### src/dsp_pkg.sv
`default_nettype none

package dsp_pkg;

	// Default build-time sizes.
	localparam int DSP_NUM_POSITIONS = 4;
	localparam int DSP_SAMPLE_BITS   = 10;

	// Fixed field widths.
	localparam int THR_W      = 10;
	localparam int STEP_W     = 7;
	localparam int SERVO_W    = 8;
	localparam int TICK_W     = 16;
	localparam int MODE_W     = 2;
	localparam int TGT_W      = 2;
	localparam int POS_OUT_W  = 4;
	localparam int CFG_IDX_W  = 3;
	localparam int CFG_DATA_W = 16;

	// Largest servo command.
	localparam logic [SERVO_W-1:0] SERVO_MAX = 8'd180;

	// Command codes carried in the mode field.
	localparam logic [MODE_W-1:0] MODE_MOVE = 2'd1;
	localparam logic [MODE_W-1:0] MODE_ZERO = 2'd2;

	// Configuration register indexes.
	localparam logic [CFG_IDX_W-1:0] CFG_LOWER    = 3'd0;
	localparam logic [CFG_IDX_W-1:0] CFG_UPPER    = 3'd1;
	localparam logic [CFG_IDX_W-1:0] CFG_STEP     = 3'd2;
	localparam logic [CFG_IDX_W-1:0] CFG_STOP     = 3'd3;
	localparam logic [CFG_IDX_W-1:0] CFG_TIMEOUT  = 3'd4;
	localparam logic [CFG_IDX_W-1:0] CFG_ZERO_NEG = 3'd5;

	// Configuration reset values.
	localparam logic [THR_W-1:0]   RST_LOWER    = 10'd100;
	localparam logic [THR_W-1:0]   RST_UPPER    = 10'd250;
	localparam logic [STEP_W-1:0]  RST_STEP     = 7'd5;
	localparam logic [SERVO_W-1:0] RST_STOP     = 8'd92;
	localparam logic [TICK_W-1:0]  RST_TIMEOUT  = 16'd100;
	localparam logic               RST_ZERO_NEG = 1'b1;

	typedef struct packed {
		logic [THR_W-1:0]   lower_threshold;
		logic [THR_W-1:0]   upper_threshold;
		logic [STEP_W-1:0]  rotation_step;
		logic [SERVO_W-1:0] stop_value;
		logic [TICK_W-1:0]  timeout_ticks;
		logic               zero_turn_negative;
	} dsp_cfg_t;

	typedef struct packed {
		logic [SERVO_W-1:0]          servo_value;
		logic                        servo_attached;
		logic                        busy_res;
		logic                        done_res;
		logic                        no_timeout;
		logic signed [POS_OUT_W-1:0] position;
	} dsp_result_t;

endpackage

`default_nettype wire

### src/dsp_ctrl.sv
`default_nettype none

module dsp_ctrl
	import dsp_pkg::*;
#(
	parameter int NUM_POSITIONS = DSP_NUM_POSITIONS,
	parameter int SAMPLE_BITS   = DSP_SAMPLE_BITS
) (
	input  wire logic                   clk,
	input  wire logic                   arst_n,
	input  wire logic                   advance,
	input  wire logic [MODE_W-1:0]      mode,
	input  wire logic [TGT_W-1:0]       target_position,
	input  wire logic [SAMPLE_BITS-1:0] sensor_sample,
	input  wire dsp_cfg_t               cfg,
	output dsp_result_t                 result_q
);

	localparam int POS_W = $clog2(NUM_POSITIONS + 1) + 1;
	localparam int CMP_W = (SAMPLE_BITS > THR_W) ? SAMPLE_BITS : THR_W;
	localparam int SUM_W = SERVO_W + 2;
	localparam logic signed [POS_W-1:0] POS_UNKNOWN = POS_W'(-1);
	localparam logic signed [POS_W-1:0] POS_PAST_END = POS_W'(NUM_POSITIONS);

	typedef enum logic [2:0] {
		ST_IDLE,
		ST_ZERO,
		ST_PLAN,
		ST_FALL,
		ST_RISE
	} state_t;

	state_t                   state_q;
	logic signed [POS_W-1:0]  cur_pos_q;
	logic                     dir_q;
	logic [TICK_W-1:0]        elapsed_q;
	logic [TGT_W-1:0]         goal_q;
	logic [TGT_W-1:0]         final_q;
	logic                     pending_rst_q;
	logic [1:0]               recovery_q;
	logic                     flag_q;
	logic                     drive_q;

	state_t                   n_state;
	logic signed [POS_W-1:0]  n_cur_pos;
	logic                     n_dir;
	logic [TICK_W-1:0]        n_elapsed;
	logic [TGT_W-1:0]         n_goal;
	logic [TGT_W-1:0]         n_final;
	logic                     n_pending_rst;
	logic [1:0]               n_recovery;
	logic                     n_flag;
	logic                     n_drive;
	logic                     n_done;
	dsp_result_t              n_result;

	logic [TGT_W-1:0]         tgt;
	logic [CMP_W-1:0]         sample_x;
	logic                     below_lower;
	logic                     above_upper;
	logic                     tick_expired;
	logic [TICK_W-1:0]        elapsed_inc;
	logic signed [POS_W-1:0]  goal_x;
	logic                     do_zero_done;
	logic                     zero_ok;
	logic                     do_finish;
	logic                     finish_flag;
	logic                     turn_neg;
	logic                     turning;
	logic signed [SUM_W-1:0]  servo_sum;
	logic [POS_W+POS_OUT_W-1:0] pos_ext;

	// Target detent folded into range; at most one subtraction is needed.
	assign tgt = (int'(target_position) >= NUM_POSITIONS)
		? TGT_W'(int'(target_position) - NUM_POSITIONS) : target_position;

	// Sensor compares and the step timer.
	assign sample_x     = CMP_W'(sensor_sample);
	assign below_lower  = sample_x < CMP_W'(cfg.lower_threshold);
	assign above_upper  = sample_x > CMP_W'(cfg.upper_threshold);
	assign tick_expired = ({1'b0, elapsed_q} + 17'd1) >= {1'b0, cfg.timeout_ticks};
	assign elapsed_inc  = (elapsed_q == '1) ? elapsed_q : elapsed_q + TICK_W'(1);
	assign goal_x       = POS_W'(goal_q);

	// Next-state logic for one tick.
	always_comb begin
		n_state       = state_q;
		n_cur_pos     = cur_pos_q;
		n_dir         = dir_q;
		n_elapsed     = elapsed_q;
		n_goal        = goal_q;
		n_final       = final_q;
		n_pending_rst = pending_rst_q;
		n_recovery    = recovery_q;
		n_flag        = flag_q;
		n_drive       = drive_q;
		n_done        = 1'b0;
		do_zero_done  = 1'b0;
		zero_ok       = 1'b0;
		do_finish     = 1'b0;
		finish_flag   = 1'b0;

		unique case (state_q)
			ST_IDLE: begin
				if (mode == MODE_MOVE || mode == MODE_ZERO) begin
					n_pending_rst = (mode == MODE_ZERO);
					n_final       = tgt;
					n_recovery    = 2'd0;
					n_flag        = 1'b1;
					n_drive       = 1'b1;
					n_elapsed     = '0;
					if (cur_pos_q == POS_UNKNOWN) begin
						n_state = ST_ZERO;
					end else if (mode == MODE_ZERO) begin
						n_cur_pos   = '0;
						do_finish   = 1'b1;
						finish_flag = 1'b1;
					end else begin
						n_goal  = tgt;
						n_state = ST_PLAN;
					end
				end
			end
			ST_ZERO: begin
				if (above_upper) begin
					do_zero_done = 1'b1;
					zero_ok      = 1'b1;
				end else if (tick_expired) begin
					// Zeroing failed: assume detent 0 and verify by moving to detent 1.
					n_cur_pos  = '0;
					n_recovery = 2'd1;
					n_goal     = TGT_W'(1);
					n_flag     = 1'b1;
					n_state    = ST_PLAN;
				end else begin
					n_elapsed = elapsed_inc;
				end
			end
			ST_PLAN: begin
				if (cur_pos_q != goal_x) begin
					n_dir     = goal_x > cur_pos_q;
					n_elapsed = '0;
					n_state   = ST_FALL;
				end else if (recovery_q == 2'd1) begin
					if (flag_q) begin
						do_zero_done = 1'b1;
					end else begin
						n_recovery = 2'd2;
						n_goal     = '0;
						n_flag     = 1'b1;
					end
				end else if (recovery_q == 2'd2) begin
					do_zero_done = 1'b1;
				end else begin
					do_finish   = 1'b1;
					finish_flag = flag_q;
				end
			end
			ST_FALL: begin
				if (below_lower) begin
					n_elapsed = elapsed_inc;
					n_state   = ST_RISE;
				end else if (tick_expired) begin
					n_flag    = 1'b0;
					n_cur_pos = dir_q ? POS_PAST_END : POS_UNKNOWN;
					n_state   = ST_PLAN;
				end else begin
					n_elapsed = elapsed_inc;
				end
			end
			ST_RISE: begin
				if (above_upper) begin
					n_cur_pos = dir_q ? cur_pos_q + POS_W'(1) : cur_pos_q - POS_W'(1);
					n_state   = ST_PLAN;
				end else if (tick_expired) begin
					n_flag    = 1'b0;
					n_cur_pos = dir_q ? POS_PAST_END : POS_UNKNOWN;
					n_state   = ST_PLAN;
				end else begin
					n_elapsed = elapsed_inc;
				end
			end
			default: begin
				n_state = ST_IDLE;
			end
		endcase

		// Zeroing is over: either report the reset or go on with the move.
		if (do_zero_done) begin
			n_cur_pos  = '0;
			n_recovery = 2'd0;
			if (pending_rst_q) begin
				do_finish   = 1'b1;
				finish_flag = zero_ok;
			end else begin
				n_goal  = final_q;
				n_flag  = 1'b1;
				n_state = ST_PLAN;
			end
		end

		// Command complete.
		if (do_finish) begin
			n_state    = ST_IDLE;
			n_drive    = 1'b0;
			n_recovery = 2'd0;
			n_flag     = finish_flag;
			n_done     = 1'b1;
		end
	end

	// Servo command from the state after this tick, clamped to the servo range.
	assign turning  = (n_state == ST_ZERO) || (n_state == ST_FALL) || (n_state == ST_RISE);
	assign turn_neg = (n_state == ST_ZERO) ? cfg.zero_turn_negative : !n_dir;

	always_comb begin
		servo_sum = $signed({2'b00, cfg.stop_value});
		if (turning) begin
			if (turn_neg) begin
				servo_sum = servo_sum - $signed({3'b000, cfg.rotation_step});
			end else begin
				servo_sum = servo_sum + $signed({3'b000, cfg.rotation_step});
			end
		end
	end

	assign pos_ext = {{POS_OUT_W{n_cur_pos[POS_W-1]}}, n_cur_pos};

	always_comb begin
		if (servo_sum < 0) begin
			n_result.servo_value = '0;
		end else if (servo_sum > $signed({2'b00, SERVO_MAX})) begin
			n_result.servo_value = SERVO_MAX;
		end else begin
			n_result.servo_value = servo_sum[SERVO_W-1:0];
		end
		n_result.servo_attached = n_drive;
		n_result.busy_res       = (n_state != ST_IDLE);
		n_result.done_res       = n_done;
		n_result.no_timeout     = n_done & n_flag;
		n_result.position       = $signed(pos_ext[POS_OUT_W-1:0]);
	end

	// State and result register, advanced once per transfer.
	always_ff @(posedge clk or negedge arst_n) begin
		if (!arst_n) begin
			state_q       <= ST_IDLE;
			cur_pos_q     <= POS_UNKNOWN;
			dir_q         <= 1'b0;
			elapsed_q     <= '0;
			goal_q        <= '0;
			final_q       <= '0;
			pending_rst_q <= 1'b0;
			recovery_q    <= 2'd0;
			flag_q        <= 1'b1;
			drive_q       <= 1'b0;
			result_q      <= '0;
		end else if (advance) begin
			state_q       <= n_state;
			cur_pos_q     <= n_cur_pos;
			dir_q         <= n_dir;
			elapsed_q     <= n_elapsed;
			goal_q        <= n_goal;
			final_q       <= n_final;
			pending_rst_q <= n_pending_rst;
			recovery_q    <= n_recovery;
			flag_q        <= n_flag;
			drive_q       <= n_drive;
			result_q      <= n_result;
		end
	end

	// The controller only moves on a transfer.
	a_hold_without_tick: assert property (@(posedge clk) disable iff (!arst_n)
		!advance |=> $stable(state_q))
		else $error("state changed without an input transfer");

	// A finished command is never reported as still running.
	a_done_not_busy: assert property (@(posedge clk) disable iff (!arst_n)
		result_q.done_res |-> !result_q.busy_res)
		else $error("done reported together with busy");

	// Any active command keeps the servo drive enabled.
	a_busy_drives: assert property (@(posedge clk) disable iff (!arst_n)
		state_q != ST_IDLE |-> drive_q)
		else $error("command in progress with drive disabled");

	// Reaching the upper threshold ends a step and replans.
	a_rise_ends_step: assert property (@(posedge clk) disable iff (!arst_n)
		advance && state_q == ST_RISE && above_upper |=> state_q == ST_PLAN)
		else $error("step did not end on a detent crossing");

endmodule

`default_nettype wire

### src/detent_servo_positioner_core.sv
// Detent servo positioner.
// Input channel (in_valid/in_stall): one sample tick per transfer, carrying mode
// (plain tick, move to target_position, or reset to zero) and sensor_sample.
// Output channel (out_valid/out_stall): exactly one result per input transfer,
// carrying the servo command, drive enable, busy, a done pulse with its
// no_timeout status, and the tracked detent position (-1 when unknown).
// Configuration channel (cfg_valid/cfg_ready): cfg_ready is always high; a
// transfer writes cfg_data into register cfg_index. Indexes past the last
// register are ignored. Write only while no result is outstanding.
// The result of a tick is loaded into the output register at its transfer edge
// and can be taken from the next edge on. One tick is taken every cycle unless
// a waiting result is stalled; the state update of the controller is a single
// pass of compare logic per tick.
// When the receiver stalls with a result waiting, in_stall rises in the same
// cycle and the held result stays unchanged until it is taken.
// Reset clears the output register, returns the controller to idle with the
// position unknown, and loads the default configuration.
`default_nettype none

module detent_servo_positioner_core
	import dsp_pkg::*;
#(
	parameter int NUM_POSITIONS = DSP_NUM_POSITIONS,
	parameter int SAMPLE_BITS   = DSP_SAMPLE_BITS
) (
	input  wire logic                        clk,
	input  wire logic                        arst_n,
	input  wire logic                        in_valid,
	output logic                             in_stall,
	input  wire logic [MODE_W-1:0]           mode,
	input  wire logic [TGT_W-1:0]            target_position,
	input  wire logic [SAMPLE_BITS-1:0]      sensor_sample,
	output logic                             out_valid,
	input  wire logic                        out_stall,
	output logic [SERVO_W-1:0]               servo_value,
	output logic                             servo_attached,
	output logic                             busy_res,
	output logic                             done_res,
	output logic                             no_timeout,
	output logic signed [POS_OUT_W-1:0]      position,
	input  wire logic                        cfg_valid,
	output logic                             cfg_ready,
	input  wire logic [CFG_IDX_W-1:0]        cfg_index,
	input  wire logic [CFG_DATA_W-1:0]       cfg_data
);

	dsp_cfg_t    cfg_q;
	dsp_result_t result_q;
	logic        out_valid_q;
	logic        in_xfer;

	// Input is held back only while a result waits on a stalled receiver.
	assign in_stall  = out_valid_q & out_stall;
	assign in_xfer   = in_valid & ~in_stall;
	assign cfg_ready = 1'b1;

	// Configuration registers.
	always_ff @(posedge clk or negedge arst_n) begin
		if (!arst_n) begin
			cfg_q.lower_threshold    <= RST_LOWER;
			cfg_q.upper_threshold    <= RST_UPPER;
			cfg_q.rotation_step      <= RST_STEP;
			cfg_q.stop_value         <= RST_STOP;
			cfg_q.timeout_ticks      <= RST_TIMEOUT;
			cfg_q.zero_turn_negative <= RST_ZERO_NEG;
		end else if (cfg_valid && cfg_ready) begin
			unique case (cfg_index)
				CFG_LOWER:    cfg_q.lower_threshold    <= cfg_data[THR_W-1:0];
				CFG_UPPER:    cfg_q.upper_threshold    <= cfg_data[THR_W-1:0];
				CFG_STEP:     cfg_q.rotation_step      <= cfg_data[STEP_W-1:0];
				CFG_STOP:     cfg_q.stop_value         <= cfg_data[SERVO_W-1:0];
				CFG_TIMEOUT:  cfg_q.timeout_ticks      <= cfg_data[TICK_W-1:0];
				CFG_ZERO_NEG: cfg_q.zero_turn_negative <= cfg_data[0];
				default: begin
				end
			endcase
		end
	end

	dsp_ctrl #(
		.NUM_POSITIONS (NUM_POSITIONS),
		.SAMPLE_BITS   (SAMPLE_BITS)
	) u_ctrl (
		.clk             (clk),
		.arst_n          (arst_n),
		.advance         (in_xfer),
		.mode            (mode),
		.target_position (target_position),
		.sensor_sample   (sensor_sample),
		.cfg             (cfg_q),
		.result_q        (result_q)
	);

	// Output valid: set by an input transfer, cleared once the result is taken.
	always_ff @(posedge clk or negedge arst_n) begin
		if (!arst_n) begin
			out_valid_q <= 1'b0;
		end else if (in_xfer) begin
			out_valid_q <= 1'b1;
		end else if (!out_stall) begin
			out_valid_q <= 1'b0;
		end
	end

	assign out_valid      = out_valid_q;
	assign servo_value    = result_q.servo_value;
	assign servo_attached = result_q.servo_attached;
	assign busy_res       = result_q.busy_res;
	assign done_res       = result_q.done_res;
	assign no_timeout     = result_q.no_timeout;
	assign position       = result_q.position;

endmodule

`default_nettype wire

### config.mk
export PLATFORM = sky130hd
export DESIGN_NAME = detent_servo_positioner_core
export DESIGN_NICKNAME = d
export VERILOG_FILES = /design/src/dsp_pkg.sv /design/src/dsp_ctrl.sv /design/src/detent_servo_positioner_core.sv
export SDC_FILE = /design/constraint.sdc
export NUM_CORES = 1
export LEC_CHECK = 0
export ABC_AREA = 1
export BUFFER_PORTS_ARGS = -buffer_cell sky130_fd_sc_hd__buf_2
export CAP_MARGIN = 25
export CORE_MARGIN = 4
export CORE_UTILIZATION = 60
export CTS_BUF_LIST = sky130_fd_sc_hd__clkbuf_4 sky130_fd_sc_hd__clkbuf_8 sky130_fd_sc_hd__clkbuf_16
export DETAILED_ROUTE_END_ITERATION = 8
export GPL_TIMING_DRIVEN = 0
export PLACE_DENSITY = 0.78
export SETUP_SLACK_MARGIN = 0.3
export SLEW_MARGIN = 40
export SYNTH_ARGS = -nofsm -noshare
export SYNTH_HDL_FRONTEND = slang
export SYNTH_SLANG_ARGS = --single-unit
export TNS_END_PERCENT = 30
### constraint.sdc
create_clock -name clk -period 5.1 [get_ports clk]
set_input_delay 0.255 -clock clk [delete_from_list [all_inputs] [get_ports clk]]
set_output_delay 0.255 -clock clk [all_outputs]
set_load 0.005 [all_outputs]
# --- Word level (Yosys, flattened, before mapping) ---
# Cells that the tools add are included.
totals:
  register_bits: 101
  latchBits: 0
  ramBits: 0
  rom_bits: 0
  in_bits: 38
  out_inout_bits: 19
  wordCells: 187
  mem_count: 0
classes:
  add_sub_neg: 6
  multipliers: 0
  div: 0
  n_lt_le_gt_ge: 6
  eq_ne: 29
  shifts: 0
  n_mux: 98
  n_bitwise: 4
  n_reduce_logical: 22
op_table:
  columns: ["cell", "count"]
  rows:
  - ["$mux W16", 6]
  - ["$pmux W16 S4", 1]
  - ["$mux W4", 11]
  - ["$mux W1", 39]
  - ["$mux W2", 18]
  - ["$mux W3", 11]
  - ["$mux W10", 2]
  - ["$add A16 B1 Y17 const B", 1]
  - ["$ge A17 B16 Y1", 1]
  - ["$add A16 B1 Y16 const B", 1]
  - ["$eq A16 B16 Y1 const B", 1]
  - ["$mux W8", 2]
  - ["$pmux W4 S4", 1]
  - ["$eq A3 B2 Y1 const B", 5]
  - ["$pmux W3 S5", 1]
  - ["$eq A3 B3 Y1 const B", 4]
  - ["$ne A4 B1 Y1 const B", 3]
  - ["$pmux W2 S3", 2]
  - ["$reduce_and A2 Y1", 6]
  - ["$gt A10 B10 Y1", 1]
  - ["$gt A10 B9 Y1 const B", 1]
  - ["$lt A10 B1 Y1 const B", 1]
  - ["$lt A10 B10 Y1", 1]
  - ["$add A8 B7 Y9", 1]
  - ["other kinds (28)", 44]

# --- Logic depth before layout (Yosys ltp) ---
logic_depth:
  word_depth: 15
  mapped_depth: 37
  mapped_depth_nobuf: 37

# --- Cells and area by module ---
# From an unflattened synthesis, not the netlist that was laid out.
hier_totals:
  hier_cells: 985
  hier_area_um2: 7243.2
modules_own_cells:
  columns: ["module", "instances", "cells_each", "area_each_um2", "seq_area_each_um2"]
  rows:
  - ["dsp_ctrl", 1, 741, 5083.6, 1207.4]
  - ["detent_servo_positioner_core", 1, 244, 2159.6, 1350.0]

# --- Worst setup path after synthesis ---
# Ideal clock, no wire load.
synth_timing:
  kind: "register -> register"
  start: "reg u_ctrl.elapsed_q[2]"
  end: "reg u_ctrl.result_q[10] (netlist name)"
  setup_time_ns: 0.117
  t_arrival_ns: 3.653
  required_ns: 4.983
  setup_slack_ns: 1.331
  path_stages_with_launch: 33
  n_path_buf: 0
  synth_period_minus_slack_ns: 3.769
  cell_sequence: "dfrtp_1 -> inv_1 -> nor4_1 -> nand3_1 -> nor2_1 -> inv_1 -> nor2_1 -> nand2_1 -> xor2_1 -> ha_1 -> nand2_1 -> nor3_1 -> nand2_1 -> nand2_1 -> nor2_2 -> nand3_4 -> nand2_2 -> nand2_2 -> o211ai_2 -> nand3_4 -> inv_4 -> nand3_4 -> nand2_4 -> nand2_2 -> nand2_2 -> a21oi_2 -> nand2_1 -> nor2_1 -> nand2_1 -> nand3_2 -> nand2_1 -> nand2_1 -> nand2_1"
synth_via:
  elab_chain_cells: 15
  elab_cells_between_ends: 22
  cone_classes: "add/sub: 1; order compare: 3; eq/ne: 3; mux: 13; reduce/logical: 2"
synth_lines:
  columns: ["element", "line", "rtl"]
  rows:
  - ["from (decl)", "dsp_ctrl.sv:36", "logic [TICK_W-1:0] elapsed_q;"]
  - ["from (signal assigned)", "dsp_ctrl.sv:262", "elapsed_q <= n_elapsed;"]
  - ["$add A16 B1 Y17 (*)", "dsp_ctrl.sv:81", "assign tick_expired = ({1'b0, elapsed_q} + 17'd1) >= {1'b0, cfg.timeout_ticks};"]
  - ["$ge A17 B16 Y1 (*)", "dsp_ctrl.sv:81", null]
  - ["$mux W3 (*)", "dsp_ctrl.sv:128, dsp_ctrl.sv:163, dsp_ctrl.sv:175", null]
  - ["$mux W3, on equally long branches", "dsp_ctrl.sv:172, dsp_ctrl.sv:125, dsp_ctrl.sv:160", null]
  - ["$pmux W3 S5 (*)", "dsp_ctrl.sv:103", "unique case (state_q)"]
  - ["$mux W3", "dsp_ctrl.sv:192", "if (pending_rst_q) begin"]
  - ["$mux W3 (*)", "dsp_ctrl.sv:189", "if (do_zero_done) begin"]
  - ["$mux W3 (*)", "dsp_ctrl.sv:203", "if (do_finish) begin"]
  - ["$eq A3 B1 Y1 / $eq A3 B2 Y1 (equally long branches)", "dsp_ctrl.sv:213, dsp_ctrl.sv:214", null]
  - ["$mux W1 / $logic_or A1 B1 Y1 (equally long branches)", "dsp_ctrl.sv:214, dsp_ctrl.sv:213", null]
  - ["$mux W10 / $logic_or A1 B1 Y1 (equally long branches)", "dsp_ctrl.sv:219, dsp_ctrl.sv:213", null]
  - ["$mux W10 (*)", "dsp_ctrl.sv:218", "if (turning) begin"]
  - ["$gt A10 B9 Y1", "dsp_ctrl.sv:232", "end else if (servo_sum > $signed({2'b00, SERVO_MAX})) begin"]
  - ["$mux W8", "dsp_ctrl.sv:232", null]
  - ["$mux W8 (*)", "dsp_ctrl.sv:230", "if (servo_sum < 0) begin"]
# Mark *: on every way between the ends. The rest lies on a longest branch, timed or not.
# A chain may end at the register's enable or synchronous reset.

# --- Worst setup path after layout ---
layout_timing:
  start: "reg u_ctrl.elapsed_q[2]"
  end: "reg u_ctrl.result_q[15] (netlist name)"
layout_via:
  elab_chain_cells: 15
  elab_cells_between_ends: 22
  cone_classes: "add/sub: 1; order compare: 3; eq/ne: 3; mux: 13; reduce/logical: 2"
layout_lines:
  columns: ["element", "line"]
  rows:
  - ["$add A16 B1 Y17 (*)", "dsp_ctrl.sv:81"]
  - ["$ge A17 B16 Y1 (*)", "dsp_ctrl.sv:81"]
  - ["$mux W3 (*)", "dsp_ctrl.sv:128, dsp_ctrl.sv:163, dsp_ctrl.sv:175"]
  - ["$mux W3, on equally long branches", "dsp_ctrl.sv:172, dsp_ctrl.sv:125, dsp_ctrl.sv:160"]
  - ["$pmux W3 S5 (*)", "dsp_ctrl.sv:103"]
  - ["$mux W3", "dsp_ctrl.sv:192"]
  - ["$mux W3 (*)", "dsp_ctrl.sv:189"]
  - ["$mux W3 (*)", "dsp_ctrl.sv:203"]
  - ["$eq A3 B1 Y1 / $eq A3 B2 Y1 (equally long branches)", "dsp_ctrl.sv:213, dsp_ctrl.sv:214"]
  - ["$mux W1 / $logic_or A1 B1 Y1 (equally long branches)", "dsp_ctrl.sv:214, dsp_ctrl.sv:213"]
  - ["$mux W10 / $logic_or A1 B1 Y1 (equally long branches)", "dsp_ctrl.sv:219, dsp_ctrl.sv:213"]
  - ["$mux W10 (*)", "dsp_ctrl.sv:218"]
  - ["$gt A10 B9 Y1", "dsp_ctrl.sv:232"]
  - ["$mux W8", "dsp_ctrl.sv:232"]
  - ["$mux W8 (*)", "dsp_ctrl.sv:230"]
# Marks and branches as above.

==> qor.csv <==
stage;metric;value;unit
power;Pleak;4.15;nW
timing;final setup violation count;0;
synth;Most used DFF post-synth;dfrtp_1;
setup_path;r2r startpoint;u_ctrl.elapsed_q[2];
detailed_routing;drt initial violations;473;
timing;Period minus WS final;4.31;ns
cts;H-tree depth;3;
cts;CTS Buffer Depth;2;
placed_design;GPL Wtd Cong;0.959;
floorplan;Die Ht;116;microns
synth;asr flop ratio synth;100;%
floorplan;IO Pins;57;
synth;share of Yosys cell area claimed by the top area cell type;27.4;%
timing;clk_skew;0.0106;ns
synth;Post-Syn Area;0.00704;sq mm
synth;Post-synth EDFFs;0;
cells_and_area;ant diodes;0;
cts;CTS tree;yes;
placed_design;DP HPWL;12.2;mm
setup_path;crit end category;flip-flop;
detailed_routing;drt total wl;16.0;mm
setup_path;delay-heaviest family, CP;simple AND/OR/NAND/NOR gates;
detailed_routing;via count;6085;
floorplan;die area;0.0135;sq mm
timing;fmax;232;MHz
grt;global-route usage over all layers;25.4;%
synth;Mean Syn Cell Area;7.54;sq um
cts;CTS clk-pin slew, worst paths;0.07;ns
setup_path;Crit Path Max Fanout;9;
synth;synth top area cells;dfrtp_1 (27%), nand2_1 (11%), ha_1 (10%);
floorplan;Starting Density;61.4;%
cells_and_area;layout cells sized above 1;15.8;%
floorplan;Die Span X;116;microns
flow_run;Max Cap Viol;0;
setup_path;R2R depth;31;
grt;grt total ovfl;0;
synth;Synthesized Nets;1031;
timing;period utilization;84.5;%
cts;clock buffer count from CTS;9;
cells_and_area;Util after Layout;68.7;%
floorplan;Core Area;0.0115;sq mm
timing;Max Slew Vio Count;0;
worst_hold_path;worst hold endpoint;out_valid;
worst_hold_path;hold path depth;3;
setup_path;Worst Path Required;5.36;ns
timing;unrepaired setup endpoints after global routing;no;
placed_design;count of input and output buffers;55;
setup_path;Reg-to-Reg End;u_ctrl.result_q[15];
setup_path;Critical Path Start Type;flip-flop;
timing;Worst Max-Slew Pin Slew;0.664;ns
cts;clock root buffer master;clkbuf_16;
detailed_routing;average wire per standard cell;13.9;microns
setup_path;Critical Path Max Stage Delay;0.41;ns
timing;Slew headroom;55.5;%
synth;#FFs+latches synth;101;
outcome;status;completed;
setup_path;Setup CP Type;reg -> reg;
setup_path;Crit-path slowest cell;dfrtp_1;
detailed_routing;DRT Pass-1 Iters;5;
grt;first-pass GRT wire length;27.2;mm
timing;Hold Violations, Final;0;
synth;post-synth top area cell;dfrtp_1;
setup_path;FF-to-FF setup slack;0.79;ns
detailed_routing;# DRC;0;
timing;Setup TNS Final;0;ns
grt;largest net degree at the start of global routing;54;
cells_and_area;Final #Nets;1100;
worst_hold_path;HP Class;in -> reg;
synth;Post-Syn Instances;933;
synth;Synth warnings;0;
synth;register area share after synthesis;36.3;%
detailed_routing;vias per cell;5.29;
power;maximum VDD drop;0.528;mV
worst_hold_path;min-delay src;in_valid;
cts;clock sink total;101;
setup_path;worst path buffer plus inverter count;2;
floorplan;Row Count;39;
grt;vias in the first global route;5792;
setup_path;Data arrival, critical path;4.56;ns
grt;initial antenna violation count;0;
detailed_routing;Final ANT Viol Nets;0;
power;Power per Cell Area;484;mW/mm^2
setup_path;most used cell, CP;nand2_1;
cells_and_area;area grow syn2layout;11.9;%
synth;post-synthesis cell type count;50;
cts;clk_lat worst skew;0.37;ns
## timing repair
item,in CTS,in global routing
buffers inserted,0,1
hold buffers,1,0
endpoints found under the setup margin,0,8
gates resized for setup,0,4
endpoints found under the hold margin,41,0
## worst reg2reg max path: cells and delay by family, from the launching register on
| family | cells | cell delay, ns |
|---|---|---|
| AND/OR/NAND/NOR | 26 | 2.95 |
| flip-flops | 1 | 0.41 |
| adder cells (fa/ha/maj) | 1 | 0.27 |
| buffers and inverters | 2 | 0.23 |
| XOR/XNOR | 1 | 0.21 |
| AO/OA/AOI/OAI | 1 | 0.13 |
## sequential cells by signal, indices dropped and copies added (netlist names), 2 cells and up
name,count
u_ctrl.recovery_q,2
u_ctrl.state_q,3
u_ctrl.result_q,15
u_ctrl.goal_q,2
u_ctrl.cur_pos_q,4
cfg_q,52
u_ctrl.elapsed_q,16
u_ctrl.final_q,2
## area by class of cell
cell class	instances	area [sq um]
clock inverter	6	65.1
timing repair buffer	58	330
buffer	17	71.3
sequential	101	2560
tap	143	179
multi-input combinational	659	3850
fill	991	3590
inverter	156	591
clock buffer	10	239
## Yosys cell counts, drive strengths merged, types with 3 or more instances
| cell type | instances |
|---|---|
| ha | 57 |
| o31ai | 3 |
| nand3b | 4 |
| xor2 | 25 |
| nor3 | 11 |
| o22ai | 12 |
| o211ai | 4 |
| nand2 | 230 |
| o21a | 4 |
| o21ai | 99 |
| buf | 3 |
| fa | 3 |
| inv | 155 |
| a221o | 3 |
| clkbuf | 14 |
| a21oi | 54 |
| nand4 | 5 |
| o21bai | 7 |
| dfrtp | 77 |
| or2 | 4 |
| nand3 | 39 |
| nor2 | 80 |
| dfstp | 24 |
## cells by family after synthesis
| kind of cell | count (synthesis) | share of synthesized area (%) |
|---|---|---|
| adders and majority gates | 60 | 11.0 |
| AOI/OAI and AO/OA | 196 | 15.7 |
| and+or+nand+nor | 375 | 24.2 |
| DFF | 101 | 36.3 |
| other | 1 | 0.0533 |
| buffers and inverters | 173 | 9.40 |
| xor gates and xnor gates | 27 | 3.36 |
## where the power goes
| part | internal (mW) | leakage (nW) | switching [mW] |
|---|---|---|---|
| clock | 0.359 | 0.150 | 0.341 |
| combinational | 0.708 | 2.76 | 1.25 |
| sequential | 1.02 | 1.23 | 0.145 |
| total | 2.08 | 4.15 | 1.73 |
## cells in the final DEF, fill, tap and decap left out, types with 4 or more instances in the layout
master	count
nand2_1	208
inv_1	147
o21ai_0	98
dfrtp_1	77
nor2_1	71
ha_1	57
buf_2	54
a21oi_1	51
nand3_1	32
xor2_1	24
dfstp_2	24
nand2_2	18
clkbuf_1	14
o22ai_1	12
clkbuf_16	9
nor2_2	8
nor3_1	8
o21bai_1	7
inv_2	6
nand3_4	4
nand2_4	4
o21a_1	4
nand4_1	4
nand3b_1	4
or2_2	4
## per-layer routing
metal  global-route usage, %  vias to the layer above  share of wire [%]
met5                       0                        -                  0
met4                    7.58                        0                1.7
met3                    5.39                       23                5.2
met2                    40.9                      151                 45
met1                    34.5                     2761                 48
li1                        -                     3150                  -
## how the worst max path moves through the flow
stage | endpoint | slack, ns | from | cells after the start
6_report | u_ctrl.result_q[15] | 0.79 | u_ctrl.elapsed_q[2] | 31
5_1_grt | u_ctrl.result_q[10] | 0.30 | u_ctrl.elapsed_q[2] | 33
4_1_cts | u_ctrl.result_q[13] | 0.67 | u_ctrl.elapsed_q[2] | 34
3_5_place_dp | u_ctrl.result_q[13] | 0.69 | u_ctrl.elapsed_q[2] | 34
3_3_place_gp | u_ctrl.result_q[10] | 0.70 | u_ctrl.elapsed_q[0] | 34
2_1_floorplan | u_ctrl.result_q[10] | 1.33 | u_ctrl.elapsed_q[2] | 32
## through the flow
stage                     instance area, sq um  cells  worst slack [ns]  total power, mW  hold slack [ns]
after floorplan                           7040    933              1.33             2.65          -0.0406
after global placement                    7490   1131             0.702             3.07            0.458
after detailed placement                  7530   1132             0.692             3.11            0.184
after CTS                                 7850   1149             0.665             3.83           0.0856
after global routing                      7880   1150             0.295             4.19           0.0978
final                                     7880   1150             0.793             3.82           0.0949
No activity file was read; power rests on OpenSTA's default activity.
